--- config.mk ---
export PLATFORM = sky130hd
export DESIGN_NAME = pcqp_mac
export DESIGN_NICKNAME = d
export VERILOG_FILES = /design/src/rtl/pcqp_pkg.sv /design/src/rtl/pcqp_mac.sv
export SDC_FILE = /design/constraint.sdc
export NUM_CORES = 1
export LEC_CHECK = 0
export ABC_AREA = 1
export BUFFER_PORTS_ARGS = -buffer_cell sky130_fd_sc_hd__buf_2
export CORE_MARGIN = 2
export CORE_UTILIZATION = 37
export DETAILED_ROUTE_END_ITERATION = 10
export HOLD_SLACK_MARGIN = 0.05
export PLACE_DENSITY = 0.56
export SLEW_MARGIN = 15
export SYNTH_ARGS = -nofsm -noshare
export SYNTH_HDL_FRONTEND = slang
export SYNTH_SLANG_ARGS = --single-unit
--- constraint.sdc ---
create_clock -name clk_i -period 3.2 [get_ports clk_i]
set_input_delay 0.32 -clock clk_i [delete_from_list [all_inputs] [get_ports clk_i]]
set_output_delay 0.32 -clock clk_i [all_outputs]
set_load 0.03 [all_outputs]
--- src/rtl/pcqp_pkg.sv ---
`timescale 1ns / 1ps
// ----------------------------------------------------------------------------
// pcqp_pkg
// Types, field widths and helpers shared by the pointwise convolution block.
// ----------------------------------------------------------------------------
package pcqp_pkg;

  localparam int unsigned CH_W   = 5;
  localparam int unsigned DATA_W = 16;
  localparam int unsigned ACC_W  = 40;

  localparam int IN_CHANNELS_DEF  = 24;
  localparam int OUT_CHANNELS_DEF = 24;

  typedef enum logic {
    OP_LOAD = 1'b0,
    OP_ACT  = 1'b1
  } opcode_e;

  typedef struct packed {
    opcode_e                  opcode;
    logic [CH_W-1:0]          in_channel;
    logic [CH_W-1:0]          out_channel;
    logic signed [DATA_W-1:0] data_value;
    logic                     end_of_pixel;
  } in_item_t;

  typedef struct packed {
    logic [CH_W-1:0]         channel_out;
    logic signed [ACC_W-1:0] partial_sum_q0;
    logic signed [ACC_W-1:0] partial_sum_q1;
    logic signed [ACC_W-1:0] partial_sum_q2;
    logic signed [ACC_W-1:0] partial_sum_q3;
    logic                    last_of_pixel;
  } out_item_t;

  // One accumulator row: the four quarter sums of one output channel
  typedef logic [3:0][ACC_W-1:0] acc_row_t;
  typedef logic [1:0] quarter_t;

  typedef enum logic [2:0] {
    ST_IDLE,
    ST_ACCUM,
    ST_DRAIN1,
    ST_DRAIN2,
    ST_EMIT_RD,
    ST_EMIT_LD
  } seq_state_e;

  typedef struct packed {
    logic w_wr;      // weight write from the input item
    logic w_rd;      // weight read, one MAC issued
    logic acc_rd;    // accumulator row read
    logic acc_clr;   // drop all accumulator rows
    logic out_load;  // load the output register
    logic out_last;  // final output channel of the pixel
  } seq_ctrl_t;

  // Index width for a store of n entries, at least one bit
  function automatic int unsigned idx_w(int unsigned n);
    return (n > 1) ? $clog2(n) : 1;
  endfunction

endpackage

--- src/rtl/pcqp_mac.sv ---
`timescale 1ns / 1ps
// ----------------------------------------------------------------------------
// pcqp_mac
// Shared multiply-accumulate: product register, then add into the selected
// quarter of the row and write the row back.
// ----------------------------------------------------------------------------
module pcqp_mac import pcqp_pkg::*; #(
  parameter int OUT_CHANNELS = OUT_CHANNELS_DEF
) (
  input  logic                           clk_i,
  input  logic                           rst_ni,
  input  seq_ctrl_t                      ctrl_i,
  input  logic [idx_w(OUT_CHANNELS)-1:0] row_i,
  input  logic signed [DATA_W-1:0]       act_i,
  input  quarter_t                       quarter_i,
  input  logic signed [DATA_W-1:0]       w_data_i,
  input  acc_row_t                       acc_row_i,
  output logic                           wr_en_o,
  output logic [idx_w(OUT_CHANNELS)-1:0] wr_row_o,
  output acc_row_t                       wr_data_o
);

  localparam int unsigned OC_W = idx_w(OUT_CHANNELS);

  logic                       s1_v_q, s2_v_q;
  logic [OC_W-1:0]            s1_row_q, s2_row_q;
  logic signed [2*DATA_W-1:0] prod_q;
  acc_row_t                   s2_acc_q;
  logic [ACC_W-1:0]           sum;

  always_ff @(posedge clk_i or negedge rst_ni) begin
    if (!rst_ni) begin
      s1_v_q <= 1'b0;
      s2_v_q <= 1'b0;
    end else begin
      s1_v_q <= ctrl_i.w_rd;
      s2_v_q <= s1_v_q;
    end
  end

  always_ff @(posedge clk_i) begin
    s1_row_q <= row_i;
    s2_row_q <= s1_row_q;
    prod_q   <= act_i * w_data_i;
    s2_acc_q <= acc_row_i;
  end

  // Sign-extend the product into the accumulator width; the add wraps
  assign sum = s2_acc_q[quarter_i] + ACC_W'(prod_q);

  always_comb begin
    wr_data_o            = s2_acc_q;
    wr_data_o[quarter_i] = sum;
  end

  assign wr_en_o  = s2_v_q;
  assign wr_row_o = s2_row_q;

endmodule

==> qor.csv <==
metric,value,unit
drt wl/cell,18.3,um
fill count,4530,
warnings from Yosys,0,
Initial Utilization,0.375,
outcome,finished with violations,
HPWL after detailed placement,61000,um
CP arrival,5.20,ns
DRT Pass-1 Iters,6,
worst relative slew slack,0.481,
maxcap violations,0,
non-filler instance count after layout,4521,
CTS Buf Count,23,
failing checks,setup timing,
Hold Crit Class,in -> async,
Worst R2R Setup Slack,2.73,ns
syn avg cell area,7.14,um2
crit path from,w_data_i[15],
most frequent cells in the layout,"659 x nand2_1, 566 x inv_1, 303 x buf_4",
Max Slew Vio Count,0,
"EDFF count, synth",0,
"Distinct cells, synth",38,
skew final,0.000999,ns
GRT Util Overall,0.264,
final wirelength,82900,um
Layout area overhead,68.8,%
sequential fraction of the synthesis area,0.198,
IO Pins,373,
number of global-route vias before repair,23400,
Die Height,241,um
"critical path fanouts, max",4,
DP Area,0.0263,mm2
syn_nets,3494,
routing usage on met3,0.0261,
ys async rst share,0.00980,
Remaining DRCs,0,
top area cells in the synthesized netlist,"fa_1 25%, dfxtp_1 20%, nand2_1 17%, inv_1 12%, ha_1 7.3%",
mapped cell area,0.0207,mm2
die area,0.0579,mm2
top_reg_cell synth,dfxtp_1,
GR Layer Usage met1,0.312,
R2R cell count,0,
"commonest non-fill, non-tap cell in the layout",nand2_1,
GR Layer Usage met2,0.497,
dpl cells,4224,
end of the critical path,prod_q[31],
fin area,0.0350,mm2
initial antenna violation count,1,
Worst-Skew Late Latency,0.55,ns
Initial DRC Count,1138,
count of final setup violators,95,
Synth area leader,fa_1,
gpl congestion,0.945,
clock slew at reported path FFs,0.06,ns
detailed-route via count,22300,
Reg2Reg Capture Point,wr_en_o,
fin util,0.634,
f_max,212,MHz
final hold vios,0,
Yosys top cell area share,0.254,
critical path class,in -> reg,
Slew @ Worst Pin,0.779,ns
fin crit period,4.71,ns
"Req. time, crit path",3.69,ns
setup ws final,-1.51,ns
CTS root buf,clkbuf_16,
RSZ-0062 raised after global routing,true,
Std-Cell Rows,86,
type of origin of the critical path,input pin,
Reg2Reg Launch Point,s1_v_q,
TritonCTS clock tree,done,
share of cells above drive strength 1,0.447,
post-route clock period utilization,1.47,
H-Tree Depth,1,
#FFs+latches synth,204,
first-pass GRT wire length,121000,um
GRT busiest layer,met2,
core box area,0.0552,mm2
CTS max path bufs,3,
CP endpoint kind,register,
remaining antenna violation count,0,
post-DR vias/cell,4.94,
number of buffers added on ports,367,
Mapped Cells,2903,
clk sinks,204,
pin count of the biggest net entering global routing,55,
gr ovfl total,0,
nets,4349,
Die Width,241,um
per-stage QoR:
step / hold slack (ns) / TNS [ns] / setup WS, ns
finish: 0.0969 / -34.88 / -1.51
global route: 0.105 / -49.73 / -1.67
CTS: 0.0760 / -38.05 / -1.54
detailed placement: 0.112 / -87.95 / -2.36
global placement: 0.108 / -85.02 / -2.27
floorplan: 0.0244 / -37.72 / -1.83
logic make-up (layout without fill, tap and decap cells):
group	Yosys count	after routing	share of synthesized area
AOI/OAI and AO/OA	224	224	0.0667
xor gates and xnor gates	44	44	0.0186
adders and majority gates	384	384	0.327
buffers and inverters	750	1619	0.137
DFF	204	204	0.198
other	0	1	0
and+or+nand+nor	1297	1297	0.253
flip-flops by register name, indices dropped and copies added, names as in the netlist:
register and flops:
s2_acc_q 160, s1_row_q 5, s1_v_q 1, wr_row_o 5, wr_en_o 1, prod_q 32
worst max-delay path, stage by stage:
cell and delay [ns]:
buf_6 0.08, clkinvlp_4 0.11, buf_12 0.16, buf_6 0.12
buf_4 0.14, nor2_4 0.08, fa_1 0.45, fa_1 0.56
fa_1 0.45, fa_1 0.55, fa_1 0.44, fa_1 0.52
ha_4 0.34, nand2_4 0.07, nor2_4 0.13, inv_2 0.07
nor2_4 0.09, nand4_1 0.13, nand3_2 0.15, nand2_1 0.07
nand2_1 0.05, nand2_1 0.05, nand2_1 0.05
worst min path at each step:
stage	to	cells past startpoint	slack [ns]
5_1_grt	s1_v_q	2	0.10
6_report	s1_v_q	2	0.1
4_1_cts	wr_en_o	2	0.08
3_5_place_dp	wr_en_o	1	0.11
2_1_floorplan	s1_v_q	0	0.02
3_3_place_gp	wr_en_o	1	0.11
synth_stat cells (all sizes together) (21+ instances only):
library cell / number
nand2: 964
xnor2: 21
ha: 121
a22oi: 64
dfxtp: 202
fa: 263
nor2: 124
a21oi: 56
o21ai: 79
buf: 25
nand3: 163
inv: 646
clkbuf: 79
xor2: 23
layer usage:
layer / vias to the layer above / routed length [um]
met3: 252 / 4320
met4: 0 / 3600
met5: - / 0
li1: 10400 / -
met1: 10800 / 32100
met2: 849 / 42900
final cells by class:
| cell class | count | area, um2 | share of cell area |
|---|---|---|---|
| tap | 748 | 936 | 0.0268 |
| timing repair buffer | 934 | 8240 | 0.236 |
| clock buffer | 31 | 616 | 0.0176 |
| antenna | 1 | 2.50 | 0.0000715 |
| sequential | 204 | 4120 | 0.118 |
| inverter | 646 | 2460 | 0.0704 |
| multi-input combinational | 1949 | 18500 | 0.528 |
| clock inverter | 8 | 126 | 0.00361 |
timing repair:
action / 4_1_cts / 5_1_grt
resized for setup: 711 / 757
cloned: 2 / 4
hold endpoints to repair: 168 / 0
setup endpoints to repair: 172 / 173
hold buffers: 167 / 0
pin swaps: 262 / 361
buffers inserted: 55 / 42
Power is not shown: default switching activity piles up to over one toggle a cycle in this logic, so the estimate is an artifact.
