## src/rtl/pcqp_pkg.sv

```systemverilog
`timescale 1ns / 1ps
// ----------------------------------------------------------------------------
// pcqp_pkg
// Types, field widths and helpers shared by the pointwise convolution block.
// ----------------------------------------------------------------------------
package pcqp_pkg;

  localparam int unsigned CH_W   = 5;
  localparam int unsigned DATA_W = 16;
  localparam int unsigned ACC_W  = 40;

  localparam int IN_CHANNELS_DEF  = 24;
  localparam int OUT_CHANNELS_DEF = 24;

  typedef enum logic {
    OP_LOAD = 1'b0,
    OP_ACT  = 1'b1
  } opcode_e;

  typedef struct packed {
    opcode_e                  opcode;
    logic [CH_W-1:0]          in_channel;
    logic [CH_W-1:0]          out_channel;
    logic signed [DATA_W-1:0] data_value;
    logic                     end_of_pixel;
  } in_item_t;

  typedef struct packed {
    logic [CH_W-1:0]         channel_out;
    logic signed [ACC_W-1:0] partial_sum_q0;
    logic signed [ACC_W-1:0] partial_sum_q1;
    logic signed [ACC_W-1:0] partial_sum_q2;
    logic signed [ACC_W-1:0] partial_sum_q3;
    logic                    last_of_pixel;
  } out_item_t;

  // One accumulator row: the four quarter sums of one output channel
  typedef logic [3:0][ACC_W-1:0] acc_row_t;
  typedef logic [1:0] quarter_t;

  typedef enum logic [2:0] {
    ST_IDLE,
    ST_ACCUM,
    ST_DRAIN1,
    ST_DRAIN2,
    ST_EMIT_RD,
    ST_EMIT_LD
  } seq_state_e;

  typedef struct packed {
    logic w_wr;      // weight write from the input item
    logic w_rd;      // weight read, one MAC issued
    logic acc_rd;    // accumulator row read
    logic acc_clr;   // drop all accumulator rows
    logic out_load;  // load the output register
    logic out_last;  // final output channel of the pixel
  } seq_ctrl_t;

  // Index width for a store of n entries, at least one bit
  function automatic int unsigned idx_w(int unsigned n);
    return (n > 1) ? $clog2(n) : 1;
  endfunction

endpackage

```

## src/rtl/pcqp_amem.sv

```systemverilog
`timescale 1ns / 1ps
// ----------------------------------------------------------------------------
// pcqp_amem
// Accumulator rows, one per output channel, with a valid bit per row.
// A row that is not valid reads as zero.
// ----------------------------------------------------------------------------
module pcqp_amem import pcqp_pkg::*; #(
  parameter int OUT_CHANNELS = OUT_CHANNELS_DEF
) (
  input  logic                           clk_i,
  input  logic                           rst_ni,
  input  logic                           rd_en_i,
  input  logic [idx_w(OUT_CHANNELS)-1:0] rd_row_i,
  input  logic                           clr_i,
  input  logic                           wr_en_i,
  input  logic [idx_w(OUT_CHANNELS)-1:0] wr_row_i,
  input  acc_row_t                       wr_data_i,
  output acc_row_t                       rd_data_o
);

  acc_row_t                mem_q [OUT_CHANNELS];
  logic [OUT_CHANNELS-1:0] vld_q;
  acc_row_t                rd_q;
  logic                    rd_vld_q;

  always_ff @(posedge clk_i) begin
    if (wr_en_i) begin
      mem_q[wr_row_i] <= wr_data_i;
    end
    if (rd_en_i) begin
      rd_q <= mem_q[rd_row_i];
    end
  end

  always_ff @(posedge clk_i or negedge rst_ni) begin
    if (!rst_ni) begin
      vld_q    <= '0;
      rd_vld_q <= 1'b0;
    end else begin
      if (clr_i) begin
        vld_q <= '0;
      end else if (wr_en_i) begin
        vld_q[wr_row_i] <= 1'b1;
      end
      if (rd_en_i) begin
        rd_vld_q <= vld_q[rd_row_i];
      end
    end
  end

  assign rd_data_o = rd_vld_q ? rd_q : '0;

endmodule

```

## config.mk

```make
export PLATFORM = sky130hd
export DESIGN_NAME = pcqp_amem
export DESIGN_NICKNAME = d
export VERILOG_FILES = /design/src/rtl/pcqp_pkg.sv /design/src/rtl/pcqp_amem.sv
export SDC_FILE = /design/constraint.sdc
export NUM_CORES = 2
export LEC_CHECK = 0
export BUFFER_PORTS_ARGS = -buffer_cell sky130_fd_sc_hd__buf_2
export CORE_MARGIN = 4
export CORE_UTILIZATION = 25
export CTS_CLUSTER_DIAMETER = 40
export DETAILED_ROUTE_END_ITERATION = 10
export PLACE_DENSITY = 0.38
export SLEW_MARGIN = 20
export SYNTH_ARGS = -nofsm -noshare
export SYNTH_HDL_FRONTEND = slang
export SYNTH_SLANG_ARGS = --single-unit
```

## constraint.sdc

```tcl
create_clock -name clk_i -period 1.45 [get_ports clk_i]
set_clock_uncertainty 0.05 [all_clocks]
set_input_delay 0.0725 -clock clk_i [delete_from_list [all_inputs] [get_ports clk_i]]
set_output_delay 0.0725 -clock clk_i [all_outputs]
set_load 0.01 [all_outputs]
```

==> results by group <==
Timing
  – Hold slack: 0.0872 ns
  – Worst Max-Slew Pin Slew: 1.05 ns
  – Period utilization: 175%
  – Fin. Hold Viols: 0
  – Setup Viol. Count Final: 1271
  – Setup ws final: -1.09 ns
  – Max Clk Rate: 393 MHz
  – Final Max Slew Viols: 0
  – Slew margin rel.: 29.5%
  – TNS Setup: -306.64 ns
  – RSZ-0062 raised after global routing: true
  – Tmin final: 2.54 ns

Placed design
  – GP Congestion: 0.726
  – Port-buffer cells: 334
  – HPWL after DPL: 310000 um

Route
  – Via/cell ratio: 4.51
  – Drt drc: 0
  – Final ANT Viol Nets: 0
  – Pre-antenna DRT Iters: 7
  – Via Count: 80.3k
  – Detailed Route WL: 498000 um
  – Starting DRT DRC Count: 6305
  – Routed wire per std cell: 28.0 um

Clock network
  – Root Driver: clkbuf_16
  – Worst skew pair latency: 1.08 ns
  – Num CTS Buffers: 680
  – CTS tree: done
  – CTS clk-pin slew, worst paths: 0.05 ns
  – H-tree depth: 6
  – CTS Sinks: 4025
  – Clock Path Buffers: 4

Flow run
  – Maxcap violations: 0

Global routing
  – Initial antenna violation count: 90
  – Remaining Overflow, GRT: 0
  – Largest net degree at the start of global routing: 65
  – Vias in the first global route: 85.7k
  – GRT Util Overall: 15.2%
  – Global-route wire length before repair: 691000 um

Logic synthesis
  – Netlist cell types: 32
  – Synth Area in Compound Gates: 3.37%
  – Mean post-synth cell area: 21.8 um^2
  – Mux contribution to synthesized area: 16.4%
  – Post-synth EDFFs: 4000
  – Yosys top cell area share: 77.6%
  – Adder-Cell Fraction of Synth Area: 0%
  – Syn_nets: 7261
  – Synth top area cells: edfxtp_1 (78%), mux4_2 (10%), mux2_2 (3.9%)
  – Yosys warning count: 0
  – Simple-Gate Fraction of Synth Area: 1.00%
  – Number of synthesized register bits: 4025
  – Post-synth top cells: edfxtp_1 (4000), mux4_2 (710), mux2_2 (538)
  – Largest family of logic cells by synthesized area: multiplexers
  – Synthesized area: 155000 um^2
  – Most frequent cell after synthesis: edfxtp_1
  – Register area share after synthesis: 78.0%
  – Asr flop ratio synth: 0.621%
  – Area leader, netlist: edfxtp_1
  – Post-synthesis xor/xnor area fraction: 0%
  – Post-Syn Instances: 7086
  – Top_reg_cell synth: edfxtp_1

Floorplan
  – Die height: 795 um
  – Chip width: 795 um
  – Die area: 632000 um^2
  – I/O pin count: 335
  – CORE AREA: 616000 um^2
  – # rows: 288
  – Initial Utilization: 25.1%

Power
  – Max IR drop VDD: 0.974 mV
  – Leakage: 0.0695 uW
  – Power Density: 1510 nW/um^2
  – Total power: 314000 uW

Min path
  – Min-delay worst type: in2reg

Setup path
  – Critical Path RT: 1.33 ns
  – CP max FO: 21
  – CP endpoint kind: output port
  – Nature of the critical path startpoint: flip-flop
  – CP arrival: 2.42 ns
  – WS Path Type: reg2out

Cells and area
  – Area Overhead vs Synth: 34.8%
  – Layout cell share with drive strength beyond 1: 41.8%
  – Layout Nets: 9250

Run status
  – Status: finished, violations left
  – Failing checks: setup timing
cell usage in the layout, fill, tap and decap left out, drive strengths merged, types with 3 or more instances in the layout:
cell,n
edfxtp,4000
buf,1333
clkbuf,764
mux4,710
mux2,538
dlygate4sd3,356
mux2i,328
clkinv,272
and2,160
a21oi,127
a22oi,127
o21ai,126
o21bai,126
o22ai,126
o31ai,126
bufinv,94
nor2,75
inv,73
clkinvlp,70
nand2,37
o221ai,34
dfrtp,25
diode,22
dlymetal6s4s,10
nand3b,4
or3b,4
nand2b,3
nand3,3
cell type report:
cell class / count / area (um^2)
fill: 57700 / 407000
sequential: 4025 / 121000
multi-input combinational: 2661 / 34400
timing repair buffer: 1706 / 19200
clock buffer: 757 / 17300
tap: 8120 / 10200
clock inverter: 508 / 6710
antenna: 22 / 55.1
inverter: 1 / 6.26
metrics by stage:
| step | util [%] | setup WS [ns] | std cells | instance area (um^2) |
|---|---|---|---|---|
| 6_report | 33.9 | -1.09 | 17800 | 209000 |
| 5_1_grt | 33.9 | -1.16 | 17800 | 209000 |
| 4_1_cts | 33.7 | -1.21 | 17800 | 208000 |
| 3_5_place_dp | 28.9 | -1.18 | 16100 | 178000 |
| 3_3_place_gp | 28.9 | -1.17 | 16100 | 178000 |
| 2_1_floorplan | - | -2.12 | 7086 | 155000 |
worst max-delay path: stages (launching register included):
cell and delay, ns:
dfrtp_4 0.50, buf_12 0.17, buf_16 0.24, and2_1 0.17
buf_2 0.15
cells by family after synthesis:
family	Yosys count
AOI/OAI and AO/OA	794
muxes	1576
and+or+nand+nor	291
DFF	4025
buffers and inverters	400
repair_timing:
action                                   CTS  global route
pin swaps                                136             9
gates resized for setup                  428           153
endpoints found under the setup margin   320          1953
hold buffers                             372             2
buffers inserted                           1            11
gates cloned                               1            11
hold endpoints to repair                7180           400
flip-flops by register name (all words and copies together), names as in the netlist:
| register | cells |
|---|---|
| rd_q | 160 |
| rd_vld_q | 1 |
| vld_q | 24 |
| mem_q | 3840 |
path summary, 6_finish.rpt:
check	from	cells past startpoint	endpoint	slack [ns]
setup / recovery	rd_vld_q$_DFFE_PN0P_	4	rd_data_o[95]	-1.09
max in group asynchronous	rst_ni	4	rd_vld_q$_DFFE_PN0P_	1.03
hold reg to reg	vld_q[11]$_DFFE_PN0P_	2	vld_q[11]$_DFFE_PN0P_	0.44
min in group asynchronous	rst_ni	4	vld_q[2]$_DFFE_PN0P_	0.14
setup reg to reg	mem_q[3][146]$_DFFE_PP_	4	rd_q[146]$_DFFE_PP_	-0.40
hold / removal	rd_row_i[3]	4	rd_vld_q$_DFFE_PN0P_	0.09
power by group:
group | internal, uW | switching (uW)
Sequential | 130000 | 758
Clock | 105000 | 61100
Combinational | 8040 | 9520
Total | 243000 | 71300
routing by layer:
metal,vias up,global-route usage (%),share of wire (%)
li1,34100,-,-
met1,43600,20.9,45
met2,1893,25.5,49
met3,693,2.64,4.5
met4,44,3.06,2.0
met5,-,0,0.056
Note: power is estimated with default switching activity, not from simulation.
