### config.mk
export PLATFORM = sky130hd
export DESIGN_NAME = pcqp_seq
export DESIGN_NICKNAME = d
export VERILOG_FILES = /design/src/rtl/pcqp_pkg.sv /design/src/rtl/pcqp_seq.sv
export SDC_FILE = /design/constraint.sdc
export NUM_CORES = 1
export LEC_CHECK = 0
export BUFFER_PORTS_ARGS = -buffer_cell sky130_fd_sc_hd__buf_4
export CAP_MARGIN = 0
export CORE_ASPECT_RATIO = 1.1
export CORE_MARGIN = 2
export CORE_UTILIZATION = 25
export CTS_CLUSTER_DIAMETER = 200
export DETAILED_ROUTE_END_ITERATION = 10
export HOLD_SLACK_MARGIN = 0.02
export PLACE_DENSITY = 0.54
export SLEW_MARGIN = 30
export SYNTH_ARGS = -nofsm -noshare
export SYNTH_HDL_FRONTEND = slang
export SYNTH_SLANG_ARGS = --single-unit
### constraint.sdc
create_clock -name clk_i -period 2.4 [get_ports clk_i]
set_input_delay 0.12 -clock clk_i [delete_from_list [all_inputs] [get_ports clk_i]]
set_output_delay 0.12 -clock clk_i [all_outputs]
set_load 0.05 [all_outputs]
### src/rtl/pcqp_pkg.sv
`timescale 1ns / 1ps
// ----------------------------------------------------------------------------
// pcqp_pkg
// Types, field widths and helpers shared by the pointwise convolution block.
// ----------------------------------------------------------------------------
package pcqp_pkg;

  localparam int unsigned CH_W   = 5;
  localparam int unsigned DATA_W = 16;
  localparam int unsigned ACC_W  = 40;

  localparam int IN_CHANNELS_DEF  = 24;
  localparam int OUT_CHANNELS_DEF = 24;

  typedef enum logic {
    OP_LOAD = 1'b0,
    OP_ACT  = 1'b1
  } opcode_e;

  typedef struct packed {
    opcode_e                  opcode;
    logic [CH_W-1:0]          in_channel;
    logic [CH_W-1:0]          out_channel;
    logic signed [DATA_W-1:0] data_value;
    logic                     end_of_pixel;
  } in_item_t;

  typedef struct packed {
    logic [CH_W-1:0]         channel_out;
    logic signed [ACC_W-1:0] partial_sum_q0;
    logic signed [ACC_W-1:0] partial_sum_q1;
    logic signed [ACC_W-1:0] partial_sum_q2;
    logic signed [ACC_W-1:0] partial_sum_q3;
    logic                    last_of_pixel;
  } out_item_t;

  // One accumulator row: the four quarter sums of one output channel
  typedef logic [3:0][ACC_W-1:0] acc_row_t;
  typedef logic [1:0] quarter_t;

  typedef enum logic [2:0] {
    ST_IDLE,
    ST_ACCUM,
    ST_DRAIN1,
    ST_DRAIN2,
    ST_EMIT_RD,
    ST_EMIT_LD
  } seq_state_e;

  typedef struct packed {
    logic w_wr;      // weight write from the input item
    logic w_rd;      // weight read, one MAC issued
    logic acc_rd;    // accumulator row read
    logic acc_clr;   // drop all accumulator rows
    logic out_load;  // load the output register
    logic out_last;  // final output channel of the pixel
  } seq_ctrl_t;

  // Index width for a store of n entries, at least one bit
  function automatic int unsigned idx_w(int unsigned n);
    return (n > 1) ? $clog2(n) : 1;
  endfunction

endpackage

### src/rtl/pcqp_seq.sv
`timescale 1ns / 1ps
// ----------------------------------------------------------------------------
// pcqp_seq
// Sequencer: takes items, sweeps the output channels through the shared MAC
// and steps the results out one row at a time.
// ----------------------------------------------------------------------------
module pcqp_seq import pcqp_pkg::*; #(
  parameter int IN_CHANNELS  = IN_CHANNELS_DEF,
  parameter int OUT_CHANNELS = OUT_CHANNELS_DEF
) (
  input  logic                                       clk_i,
  input  logic                                       rst_ni,
  input  logic                                       in_valid_i,
  output logic                                       in_stall_o,
  input  in_item_t                                   in_item_i,
  input  logic                                       out_free_i,
  output seq_ctrl_t                                  ctrl_o,
  output logic [idx_w(IN_CHANNELS*OUT_CHANNELS)-1:0] w_addr_o,
  output logic [idx_w(OUT_CHANNELS)-1:0]             row_o,
  output logic signed [DATA_W-1:0]                   act_o,
  output quarter_t                                   quarter_o
);

  localparam int unsigned OC_W = idx_w(OUT_CHANNELS);
  localparam int unsigned WA_W = idx_w(IN_CHANNELS * OUT_CHANNELS);
  localparam int Q1 = IN_CHANNELS / 4;
  localparam int Q2 = IN_CHANNELS / 2;
  localparam int Q3 = 3 * IN_CHANNELS / 4;

  seq_state_e               state_q, state_d;
  logic [OC_W-1:0]          cnt_q, cnt_d;
  logic [WA_W-1:0]          waddr_q, waddr_d;
  logic signed [DATA_W-1:0] act_q, act_d;
  quarter_t                 quar_q, quar_d;
  logic                     eop_q, eop_d;

  logic [CH_W-1:0] ic, oc;
  logic            ic_ok, oc_ok, last_cnt;
  quarter_t        quar_in;
  logic [WA_W-1:0] load_addr;

  assign ic       = in_item_i.in_channel;
  assign oc       = in_item_i.out_channel;
  assign ic_ok    = int'(ic) < IN_CHANNELS;
  assign oc_ok    = int'(oc) < OUT_CHANNELS;
  assign last_cnt = (cnt_q == OC_W'(OUT_CHANNELS - 1));
  assign quar_in  = (int'(ic) >= Q3) ? 2'd3 :
                    (int'(ic) >= Q2) ? 2'd2 :
                    (int'(ic) >= Q1) ? 2'd1 : 2'd0;
  assign load_addr = WA_W'(int'(oc) * IN_CHANNELS + int'(ic));

  always_ff @(posedge clk_i or negedge rst_ni) begin
    if (!rst_ni) begin
      state_q <= ST_IDLE;
      cnt_q   <= '0;
    end else begin
      state_q <= state_d;
      cnt_q   <= cnt_d;
    end
  end

  always_ff @(posedge clk_i) begin
    waddr_q <= waddr_d;
    act_q   <= act_d;
    quar_q  <= quar_d;
    eop_q   <= eop_d;
  end

  always_comb begin
    state_d = state_q;
    cnt_d   = cnt_q;
    waddr_d = waddr_q;
    act_d   = act_q;
    quar_d  = quar_q;
    eop_d   = eop_q;
    ctrl_o  = '0;
    unique case (state_q)
      ST_IDLE: begin
        if (in_valid_i) begin
          if (in_item_i.opcode == OP_LOAD) begin
            ctrl_o.w_wr = ic_ok && oc_ok;
          end else begin
            act_d   = in_item_i.data_value;
            quar_d  = quar_in;
            eop_d   = in_item_i.end_of_pixel;
            cnt_d   = '0;
            waddr_d = WA_W'(ic);
            // an activation outside the channel range adds nothing
            if (ic_ok) begin
              state_d = ST_ACCUM;
            end else if (in_item_i.end_of_pixel) begin
              state_d = ST_EMIT_RD;
            end
          end
        end
      end
      ST_ACCUM: begin
        ctrl_o.w_rd   = 1'b1;
        ctrl_o.acc_rd = 1'b1;
        cnt_d         = cnt_q + 1'b1;
        waddr_d       = waddr_q + WA_W'(IN_CHANNELS);
        if (last_cnt) begin
          cnt_d   = '0;
          state_d = ST_DRAIN1;
        end
      end
      // let the last row writes land before anything reads the rows again
      ST_DRAIN1: state_d = ST_DRAIN2;
      ST_DRAIN2: state_d = eop_q ? ST_EMIT_RD : ST_IDLE;
      ST_EMIT_RD: begin
        ctrl_o.acc_rd = 1'b1;
        state_d       = ST_EMIT_LD;
      end
      ST_EMIT_LD: begin
        if (out_free_i) begin
          ctrl_o.out_load = 1'b1;
          ctrl_o.out_last = last_cnt;
          cnt_d           = cnt_q + 1'b1;
          state_d         = ST_EMIT_RD;
          if (last_cnt) begin
            ctrl_o.acc_clr = 1'b1;
            cnt_d          = '0;
            state_d        = ST_IDLE;
          end
        end
      end
      default: state_d = ST_IDLE;
    endcase
  end

  assign in_stall_o = (state_q != ST_IDLE);
  assign w_addr_o   = (state_q == ST_IDLE) ? load_addr : waddr_q;
  assign row_o      = cnt_q;
  assign act_o      = act_q;
  assign quarter_o  = quar_q;

endmodule

==> results of run 1 <==
## worst register-to-register path: stages (launching register included)
cell       delay (ns)
dfrtp_1          0.53
nor3_2           0.37
inv_2            0.14
or3_1            0.39
o221ai_2         0.13
a2111oi_2        0.08
a21o_1           0.17
## cell usage after synthesis (2+ instances only)
cell	count	share of area [%]
buf_4	2	0.72
inv_2	2	0.36
buf_6	2	1.1
xnor2_1	6	2.5
nor2b_1	3	0.90
nand3_1	4	0.96
xor2_1	4	1.7
nand2_1	33	6.0
a21oi_1	9	2.2
or3_1	2	0.60
edfxtp_1	29	42
nor3_1	6	1.4
inv_1	11	2.0
clkbuf_1	3	0.54
and2_1	3	0.90
a21o_1	2	0.72
ha_1	10	6.0
dfrtp_1	8	9.6
o21ai_0	14	3.4
fa_1	2	1.9
and3_1	4	1.2
nor2_1	8	1.4
## where the power goes
part	total [W]	switching [W]	leakage [nW]	internal, W
sequential	0.00107	0.000178	0.372	0.000891
combinational	0.00209	0.00138	0.898	0.000701
clock	0.000655	0.000237	0.0687	0.000418
## kinds of logic (layout without fill, tap and decap cells)
family,count (synthesis),after routing
simple gates,74,74
compound gates,41,41
flops,37,37
buf+inv,20,116
fa+ha+maj,12,12
xor+xnor,10,10
mux,1,1
## how the worst max path moves through the flow
stage / end / cells past startpoint / from
final: w_addr_o[9] / 6 / state_q[2]
after global placement: w_addr_o[8] / 9 / in_item_i[17]
after detailed placement: w_addr_o[8] / 9 / in_item_i[17]
after CTS: w_addr_o[9] / 6 / state_q[2]
after floorplan: ctrl_o[2] / 4 / row_o[0]
after global routing: w_addr_o[9] / 6 / state_q[2]
## flip-flops by register name (all words and copies together) (netlist names)
| name | flops |
|---|---|
| eop_q | 1 |
| quarter_o | 2 |
| act_o | 16 |
| state_q | 3 |
| waddr_q | 10 |
| row_o | 5 |
## layer usage
| metal | share of wire [%] | vias to the layer above | global-route usage (%) |
|---|---|---|---|
| li1 | - | 894 | - |
| met1 | 43 | 817 | 14.5 |
| met2 | 49 | 78 | 19.6 |
| met3 | 7.0 | 5 | 3.64 |
| met4 | 0.86 | 0 | 2.91 |
| met5 | 0 | - | 0 |
## cell usage in the layout (no fill, tap or decap), types with 3 or more instances in the layout
| master | count |
|---|---|
| nand3_1 | 4 |
| xnor2_1 | 6 |
| edfxtp_1 | 29 |
| nor3_1 | 6 |
| clkbuf_8 | 5 |
| dlygate4sd3_1 | 18 |
| inv_1 | 11 |
| nand2_1 | 33 |
| o21ai_0 | 12 |
| o21ai_1 | 3 |
| xor2_1 | 4 |
| nor2_1 | 8 |
| nor2b_1 | 3 |
| a21oi_1 | 9 |
| ha_1 | 10 |
| and3_1 | 4 |
| buf_4 | 77 |
| dfrtp_1 | 8 |
| and2_1 | 3 |
## area by class of cell
| type | count | area, um2 | area share, % |
|---|---|---|---|
| Inverter | 13 | 48.8 | 1.59 |
| Clock buffer | 5 | 68.8 | 2.25 |
| Tap cell | 108 | 135 | 4.42 |
| Clock inverter | 3 | 68.8 | 2.25 |
| Timing Repair Buffer | 95 | 758 | 24.8 |
| Sequential cell | 37 | 1070 | 35.0 |
| Multi-Input combinational cell | 138 | 910 | 29.7 |
## through the flow
| step | total power (W) | util, % |
|---|---|---|
| 6_report | 0.00381 | 38.3 |
| 3_5_place_dp | 0.00315 | 34.3 |
| 2_1_floorplan | 0.00255 | - |
| 5_1_grt | 0.00402 | 38.3 |
| 3_3_place_gp | 0.00314 | 34.3 |
| 4_1_cts | 0.00384 | 38.3 |
==> summary.md, run 1 <==
| Metric | Value |
|---|---|
| Worst endpoint required time | 2.28 ns |
| Final WS setup | between 0.15 and 0.2 ns |
| Slew margin rel. | 71.5% |
| Residual DRC count | 0 |
| Total CTS buffers | 5 |
| Crit path launch type | flip-flop |
| Cells after DPL | about 370 |
| R2R cell count | 6 |
| Syn avg cell area | 10.7 um2 |
| Synth Area in Compound Gates | 13.1% |
| Grt ovf | 0 |
| Worst clock skew | 0.00245 ns |
| Slowest stage delay, CP | 0.53 ns |
| Max Freq | 0.450 GHz |
| Net Count, Synth | about 240 |
| Most common flop cell mapped by yosys | edfxtp_1 |
| Cell count after synthesis | a little under 200 |
| Top cell family by delay on the critical path | simple AND/OR/NAND/NOR gates |
| Via count | roughly 1800 |
| Final setup fails | 0 |
| Hpwl dp | 3.89 mm |
| R2r endpoint | state_q[0] |
| Hold_buf cts | 18 |
| Core Rows | 34 |
| Post-synthesis mux area share | 0.542% |
| Via density | roughly 4.5 |
| Slowest-stage cell, CP | dfrtp_1 |
| Post-layout minimum cycle time | 2.22 ns |
| R2R Setup Slk | about 0.50 ns |
| CP cell instances | nor3_2 > inv_2 > a211oi_1 > nand4_1 > nand3_1 > buf_4 |
| RSZ-0062 raised after global routing | no |
| CP Buf/Inv Count | 2 |
| Setup tns final | 0 ns |
| Placer Congestion | between 0.8 and 0.9 |
| Hold path startpoint | in_item_i[22] |
| Layout cell share with drive strength beyond 1 | 32.6% |
| Placed cell area | 2740 um2 |
| Worst-margin pin slew | 0.424 ns |
| Antenna viol nets, final | 0 |
| Avg WL per Cell | 13.3 um |
| Outcome | finished clean |
| Post-synthesis adder-cell area fraction | between 7 and 8% |
| Worst Hold Path EP | waddr_q[0] |
| VDD IR max | 1.09 mV |
| DP Worst Slack | 0.213 ns |
| RR Startpoint | state_q[2] |
| Crit path kind | flip-flop to output port |
| Min-Delay Path Class | primary input to flip-flop |
| Initial Util | between 20% and 30% |
| Simple-Gate Fraction of Synth Area | 17.9% |
| Max-slew violations | 0 |
| Tcrit/Tclk final | 92.7% |
| Die H | 99.6 um |
| Fin. Hold Viols | 0 |
| Clock Sink Count | 37 |
| Gr usage total | 11.6% |
| Final Instance Count excl. Fillers | between 300 and 400 |
| Cts repair resizes | 0 |
| Pleak | 1.34 nW |
| Maximum number of pins on one net before global-route repair | 19 |
| Largest family of logic cells by synthesized area | simple AND/OR/NAND/NOR gates |
| Hold Path Stages | 2 |
| Crit end category | output port |
| Chip Width | 90.9 um |
| Arrival @ worst endpoint | about 2.1 ns |
| Layout area overhead | 47.3% |
| Post-synthesis xor/xnor area fraction | 4.21% |
| Fin area | 3060 um2 |
| Clk_lat worst skew | 0.29 ns |
| Post-synthesis sequential area ratio | approximately half |
| Clk buf depth | 2 |
| First-pass GRT wire length | 8.20 mm |
| Mapped cell area | a little over 2000 um2 |
| FFs w/ async S/R, synth | a little over a fifth |
| Power Dens Cells | roughly 1200 nW/um2 |
| Post-Route WL | about 5.3 mm |
| Setup bufs post-CTS | 0 |
| Hold_ws | ~0.14 ns |
| Drt initial violations | 95 |
| TritonRoute pass-1 iters | 4 |
| H-tree depth | 2 |
| Initial antenna violation count | 0 |
| Clock slew at reported path FFs | roughly 0.080 ns |
| Yosys cell types | 50 |
| Number of fill cells in the layout | 799 |
| Number of synthesized flops with an enable pin | 29 |
| Root Buffer | clkbuf_8 |
| Core area | 8000 um2 |
| Crit path max fanout | 11 |
| Synth warnings | 0 |
| I/O Buffers | 71 |
| Nets | 334 |
| CTS tree | yes |
| # IOs | 72 |
| Diodes inserted | 0 |
| # Max-Cap Violations | 0 |
| Die Footprint | 9060 um2 |
| Synthesized flop and latch total | 37 |
| Via count of the first global-routing pass | 1693 |
(Power assumes the default switching activity.)
==> run 2: changes to the inputs <==
GPL_TIMING_DRIVEN = 0   (was not set)
==> run 2 against run 1 <==
Compared with the run above:
- sequential share of layout area up 0.26 points
- design area down 0.74%
- die area unchanged
- critical path type is now primary input to output port
- largest cell class unchanged
==> summary.md, run 2 (synthesized netlist as in run 1, its figures left out) <==
| Metric | Value |
|---|---|
| # Max-Cap Violations | 0 (unchanged) |
| CTS tree | yes |
| Slew margin rel. | 66.7% (-4.8 points) |
| Final Instance Count excl. Fillers | 400 (+0.25%) |
| First-pass GRT wire length | 8.06 mm (-1.8%) |
| Initial Util | 26.0% (unchanged) |
| Diodes inserted | 0 (unchanged) |
| # IOs | 72 (unchanged) |
| Nets | 335 (+0.30%) |
| Pleak | 1.32 nW (-1.5%) |
| Max-slew violations | 0 (unchanged) |
| Gr usage total | 11.1% (-0.57 points) |
| Clk buf depth | 2 (unchanged) |
| TritonRoute pass-1 iters | 4 (unchanged) |
| Drt initial violations | 102 (+7.4%) |
| Via count of the first global-routing pass | 1708 (+0.89%) |
| Met1 Use GR | 14.2% (-0.33 points) |
| Arrival @ worst endpoint | 2.10 ns (about the same) |
| Max Freq | 0.451 GHz (+0.27%) |
| Core Rows | 34 (unchanged) |
| Residual DRC count | 0 (unchanged) |
| Crit end category | output port |
| Min-Delay Path Class | primary input to flip-flop |
| Grt ovf | 0 (unchanged) |
| Fin. Hold Viols | 0 (unchanged) |
| I/O Buffers | 71 (unchanged) |
| H-tree depth | 2 (unchanged) |
| Die Footprint | 9060 um2 (unchanged) |
| Critical Path Start | in_item_i[17] |
| Hpwl dp | 3.78 mm (-2.7%) |
| Final WS setup | 0.181 ns (+0.00597 ns) |
| DP Worst Slack | -0.110 ns (-0.323 ns) |
| GRT met3 Usage | 3.18% (-0.45 points) |
| Maximum number of pins on one net before global-route repair | 21 (+2) |
| Via density | 4.43 (-1.5%) |
| Layout area overhead | 46.2% |
| Tot Pwr | 0.00368 W (-3.5%) |
| Via count | 1772 (-1.2%) |
| Final setup fails | 0 (unchanged) |
| RSZ-0062 raised after global routing | no |
| Crit path kind | primary input to output port |
| Most frequent cells in the layout | buf_4, nand2_1, edfxtp_1 |
| Placer Congestion | 0.780 (-9.6%) |
| Fin area | 3040 um2 (-0.74%) |
| Worst endpoint required time | 2.28 ns (about the same) |
| Worst-margin pin slew | 0.499 ns (+0.0747 ns) |
| Layout cell share with drive strength beyond 1 | 31.8% (-0.80 points) |
| Power Dens Cells | 1210 nW/um2 (-2.8%) |
| Tcrit/Tclk final | 92.4% (-0.25 points) |
| R2R Setup Slk | 0.24 ns (-0.26 ns) |
| Root Buffer | clkbuf_8 |
| Total CTS buffers | 5 (unchanged) |
| RR Startpoint | state_q[2] |
| Clock Sink Count | 37 (unchanged) |
| Outcome | finished clean |
| Post-Route WL | 5.00 mm (-6.0%) |
| Top Usage Layer GRT | met2 |
| Layout Utilization | 38.0% (-0.28 points) |
| Commonest non-fill, non-tap cell in the layout | buf_4 |
| Antenna viol nets, final | 0 (unchanged) |
| Avg WL per Cell | 12.5 um (-6.2%) |
| Clock slew at reported path FFs | 0.08 ns (about the same) |
| Worst clock skew | 0.00596 ns (+0.00351 ns) |
| Crit path max fanout | 3 (-8) |
| Core area | 8000 um2 (unchanged) |
| Die H | 99.6 um (unchanged) |
| Placed cell area | 2750 um2 (+0.14%) |
| Cells after DPL | 374 (+0.27%) |
| VDD IR max | 0.819 mV (-25%) |
| Initial antenna violation count | 0 (unchanged) |
| Clk_lat worst skew | 0.29 ns (about the same) |
| Hold path startpoint | in_item_i[22] |
| Chip Width | 90.9 um (unchanged) |
| Number of flip-flops in the largest register | 16 (unchanged) |
| Post-layout minimum cycle time | 2.22 ns (-0.00597 ns) |
| Met2 GRT Util | 17.9% (-1.7 points) |
| Crit path launch type | primary input |
## run 2: layout make-up
cell class	count	area (um2)
Clock inverter	3	41.3
Sequential cell	37	1070
Multi-Input combinational cell	138	911
Inverter	13	48.8
Tap cell	108	135
Timing Repair Buffer	89	713
Buffer	7	48.8
Clock buffer	5	68.8
Fill cell	807	4960
## run 2: worst paths after layout
kind | endpoint | cells after the start
worst min register to register | row_o[1] | 2
worst max-delay path | w_addr_o[8] | 9
max in group asynchronous | state_q[2] | 2
worst max register to register | waddr_q[9] | 4
min in group asynchronous | row_o[4] | 2
worst min-delay path | waddr_q[0] | 2
## run 2: where the power goes
group / switching [W] / leakage (nW) / internal, W
logic: 0.00143 / 0.895 / 0.000693
registers: 0.000135 / 0.372 / 0.000892
clock network: 0.000220 / 0.0518 / 0.000306
total: 0.00179 / 1.32 / 0.00189
## run 2: routing by layer
| layer | part of all wire (%) | up-vias |
|---|---|---|
| li1 | - | 888 |
| met1 | 46 | 820 |
| met2 | 47 | 58 |
| met3 | 5.2 | 6 |
| met4 | 1.4 | 0 |
| met5 | 0 | - |
## run 2: what timing repair did
action                     CTS  global route
hold endpoints to repair    24             1
setup buffers                0             0
setup endpoints to repair    7             0
hold buffers                17             1
gates resized for setup      1             0
## run 2: critical path: stages
cell and delay [ns]:
buf_4 0.12, ha_1 0.21, fa_1 0.52, inv_1 0.07
nor3_1 0.24, o21ai_0 0.15, and3_1 0.20, a211o_1 0.28
buf_4 0.19
## run 2: stage by stage
| step | setup TNS, ns | hold WS, ns |
|---|---|---|
| after CTS | 0 | 0.0207 |
| after global placement | -1.03 | -0.0502 |
| final | 0 | 0.132 |
| after detailed placement | -0.767 | -0.0497 |
| after floorplan | 0 | -0.176 |
| after global routing | 0 | 0.144 |
==> run 3: changes to the inputs <==
CELL_PAD_IN_SITES_DETAIL_PLACEMENT = 0   (was not set)
CELL_PAD_IN_SITES_GLOBAL_PLACEMENT = 1   (was not set)
PLACE_DENSITY = 0.65   (was 0.54)
==> run 3 against run 2 <==
Compared with the run above:
- critical path depth unchanged
- maximum frequency decreased by 1.1%
- utilization increased by 0.39 points
- global-route usage increased by 0.70 points
- first-iteration DRC count decreased by 14%
- sequential share of layout area decreased by 0.36 points
- die area unchanged
- critical endpoint unchanged
- clock power increased by 24%
- power increased by 3.4%
- sequential cell count unchanged
- final cell count unchanged
- critical path type unchanged
==> summary.md, run 3 (synthesized netlist as in run 1, its figures left out) <==
| Metric | Value |
|---|---|
| Outcome | finished clean |
| Clock power share | 17.1% (+2.8 points) |
| Clock slew at reported path FFs | 0.07 ns (about the same) |
| Number of fill cells in the layout | 817 (+1.2%) |
| CTS tree | yes |
| Core area | 8000 um2 (unchanged) |
| Crit end category | output port |
| Layout area overhead | 47.7% |
| Crit path max fanout | 3 (unchanged) |
| Drt initial violations | 88 (-14%) |
| Core Rows | 34 (unchanged) |
| VDD IR max | 0.915 mV (+12%) |
| Die H | 99.6 um (unchanged) |
| Net Sw Power | 0.00179 W (+0.54%) |
| Diodes inserted | 0 (unchanged) |
| Placer Congestion | 0.786 (+0.71%) |
| Post-Route WL | 5.19 mm (+3.8%) |
| Fin area | 3070 um2 (+1.0%) |
| Comb power frac | 56.0% (-1.8 points) |
| Final setup fails | 0 (unchanged) |
| Worst endpoint required time | 2.28 ns (about the same) |
| CP Buf/Inv Count | 3 (unchanged) |
| Slowest-stage cell, CP | fa_1 |
| Slowest stage delay, CP | 0.52 ns (about the same) |
| Max-slew violations | 0 (unchanged) |
| Switching Share | 47.2% (-1.3 points) |
| # Max-Cap Violations | 0 (unchanged) |
| Total CTS buffers | 5 (unchanged) |
| Root Buffer | clkbuf_8 |
| Grt ovf | 0 (unchanged) |
| Worst clock skew | 0.00646 ns (+0.000493 ns) |
| Clock Sink Count | 37 (unchanged) |
| Clk_lat worst skew | 0.29 ns (about the same) |
| Initial antenna violation count | 0 (unchanged) |
| Pleak | 1.33 nW (+1.2%) |
| RR Startpoint | state_q[2] |
| TritonRoute pass-1 iters | 4 (unchanged) |
| Fin. Hold Viols | 0 (unchanged) |
| Reg power frac | 26.9% (-1.0 points) |
| Tot Pwr | 0.00380 W (+3.4%) |
| Slew margin rel. | 65.9% (-0.82 points) |
| Commonest non-fill, non-tap cell in the layout | buf_4 |
| Clk buf depth | 2 (unchanged) |
| Nets | 335 (unchanged) |
| I/O Buffers | 71 (unchanged) |
| # IOs | 72 (unchanged) |
| Layout cell share with drive strength beyond 1 | 32.2% (+0.34 points) |
| Via density | 4.38 (-1.2%) |
| Register area | 1070 um2 (unchanged) |
| Min-Delay Path Class | primary input to flip-flop |
| RSZ-0062 raised after global routing | no |
| Via count | 1750 (-1.2%) |
| Via count of the first global-routing pass | 1682 (-1.5%) |
| Area taken by multi-input logic gates | 915 um2 (+0.41%) |
| Die Footprint | 9060 um2 (unchanged) |
| Crit path launch type | primary input |
| H-tree depth | 2 (unchanged) |
| Hold path startpoint | in_item_i[22] |
| Tcrit/Tclk final | 93.5% (+1.0 points) |
| Most frequent cells in the layout | buf_4, nand2_1, edfxtp_1 |
| Max Freq | 0.446 GHz (-1.1%) |
| Post-layout minimum cycle time | 2.24 ns (+0.0247 ns) |
| CP cell instances | buf_4 > ha_1 > fa_1 > inv_1 > nor3_1 > o21ai_0 > and3_1 > a211o_1 > buf_4 |
| Maximum number of pins on one net before global-route repair | 21 (unchanged) |
| Hpwl dp | 3.84 mm (+1.4%) |
| Placed cell area | 2750 um2 (unchanged) |
| Residual DRC count | 0 (unchanged) |
| Antenna viol nets, final | 0 (unchanged) |
| Crit path kind | primary input to output port |
| Int Pwr | 0.00201 W (+6.1%) |
| Avg WL per Cell | 13.0 um (+3.8%) |
| Gr usage total | 11.8% (+0.70 points) |
| Initial Util | 26.0% (unchanged) |
| Worst path most repeated cell | buf_4 |
| Top cell family by delay on the critical path | adder cells |
| Power Dens Cells | 1240 nW/um2 (+2.3%) |
| Worst-margin pin slew | 0.511 ns (+0.0123 ns) |
| Critical Path Start | in_item_i[17] |
| Number of flip-flops in the largest register | 16 (unchanged) |
| Arrival @ worst endpoint | 2.12 ns (+0.02 ns) |
| First-pass GRT wire length | 8.36 mm (+3.8%) |
| Chip Width | 90.9 um (unchanged) |
run 3: power groups by stage:
| stage | clock, W | sequential [W] | combinational, W |
|---|---|---|---|
| 2_1_floorplan | 0 | 0.00120 | 0.00134 |
| 3_3_place_gp | 0 | 0.00103 | 0.00211 |
| 3_5_place_dp | 0 | 0.00104 | 0.00212 |
| 4_1_cts | 0.000673 | 0.00102 | 0.00215 |
| 5_1_grt | 0.000701 | 0.00105 | 0.00227 |
| 6_report | 0.000651 | 0.00102 | 0.00213 |
run 3: what timing repair did:
item                       4_1_cts  5_1_grt
resized for setup                1        1
pin swaps                        0        0
buffers inserted                 0        0
hold endpoints to repair        25        0
setup endpoints to repair        7        7
hold buffers                    18        0
run 3: per-stage QoR:
| step | hold WS [ns] | utilization [%] | std cells | TNS [ns] | worst slack (ns) |
|---|---|---|---|---|---|
| global route | 0.115 | 38.4 | 400 | 0 | 0.0130 |
| floorplan | -0.176 | - | 195 | 0 | 0.145 |
| CTS | 0.110 | 38.3 | 400 | 0 | 0.154 |
| finish | 0.124 | 38.4 | 400 | 0 | 0.157 |
| global placement | -0.0482 | 34.3 | 374 | -0.928 | -0.133 |
| detailed placement | -0.0484 | 34.3 | 374 | -0.914 | -0.131 |
run 3: routing by layer:
metal	wire (um)	share of wire (%)	track usage [%]
met1	2410	46	15.3
met2	2430	47	19.0
met3	285	5.5	3.48
met4	64	1.2	3.50
met5	0	0	0
run 3: area by class of cell:
class / count / area share, %
clock inverter: 3 / 2.24
multi-input combinational: 138 / 29.8
sequential: 37 / 34.9
clock buffer: 5 / 2.24
tap: 108 / 4.40
buffer: 7 / 1.59
timing repair buffer: 89 / 23.2
inverter: 13 / 1.59
run 3: path summary, 6_finish.rpt:
path | end | cells past startpoint | slack (ns)
worst min-delay path | waddr_q[0] | 2 | 0.12
worst min register to register | row_o[0] | 1 | 0.56
max in group asynchronous | state_q[2] | 2 | 2.08
worst max register to register | waddr_q[9] | 4 | 0.35
worst max-delay path | w_addr_o[8] | 9 | 0.16
min in group asynchronous | row_o[4] | 2 | 0.18
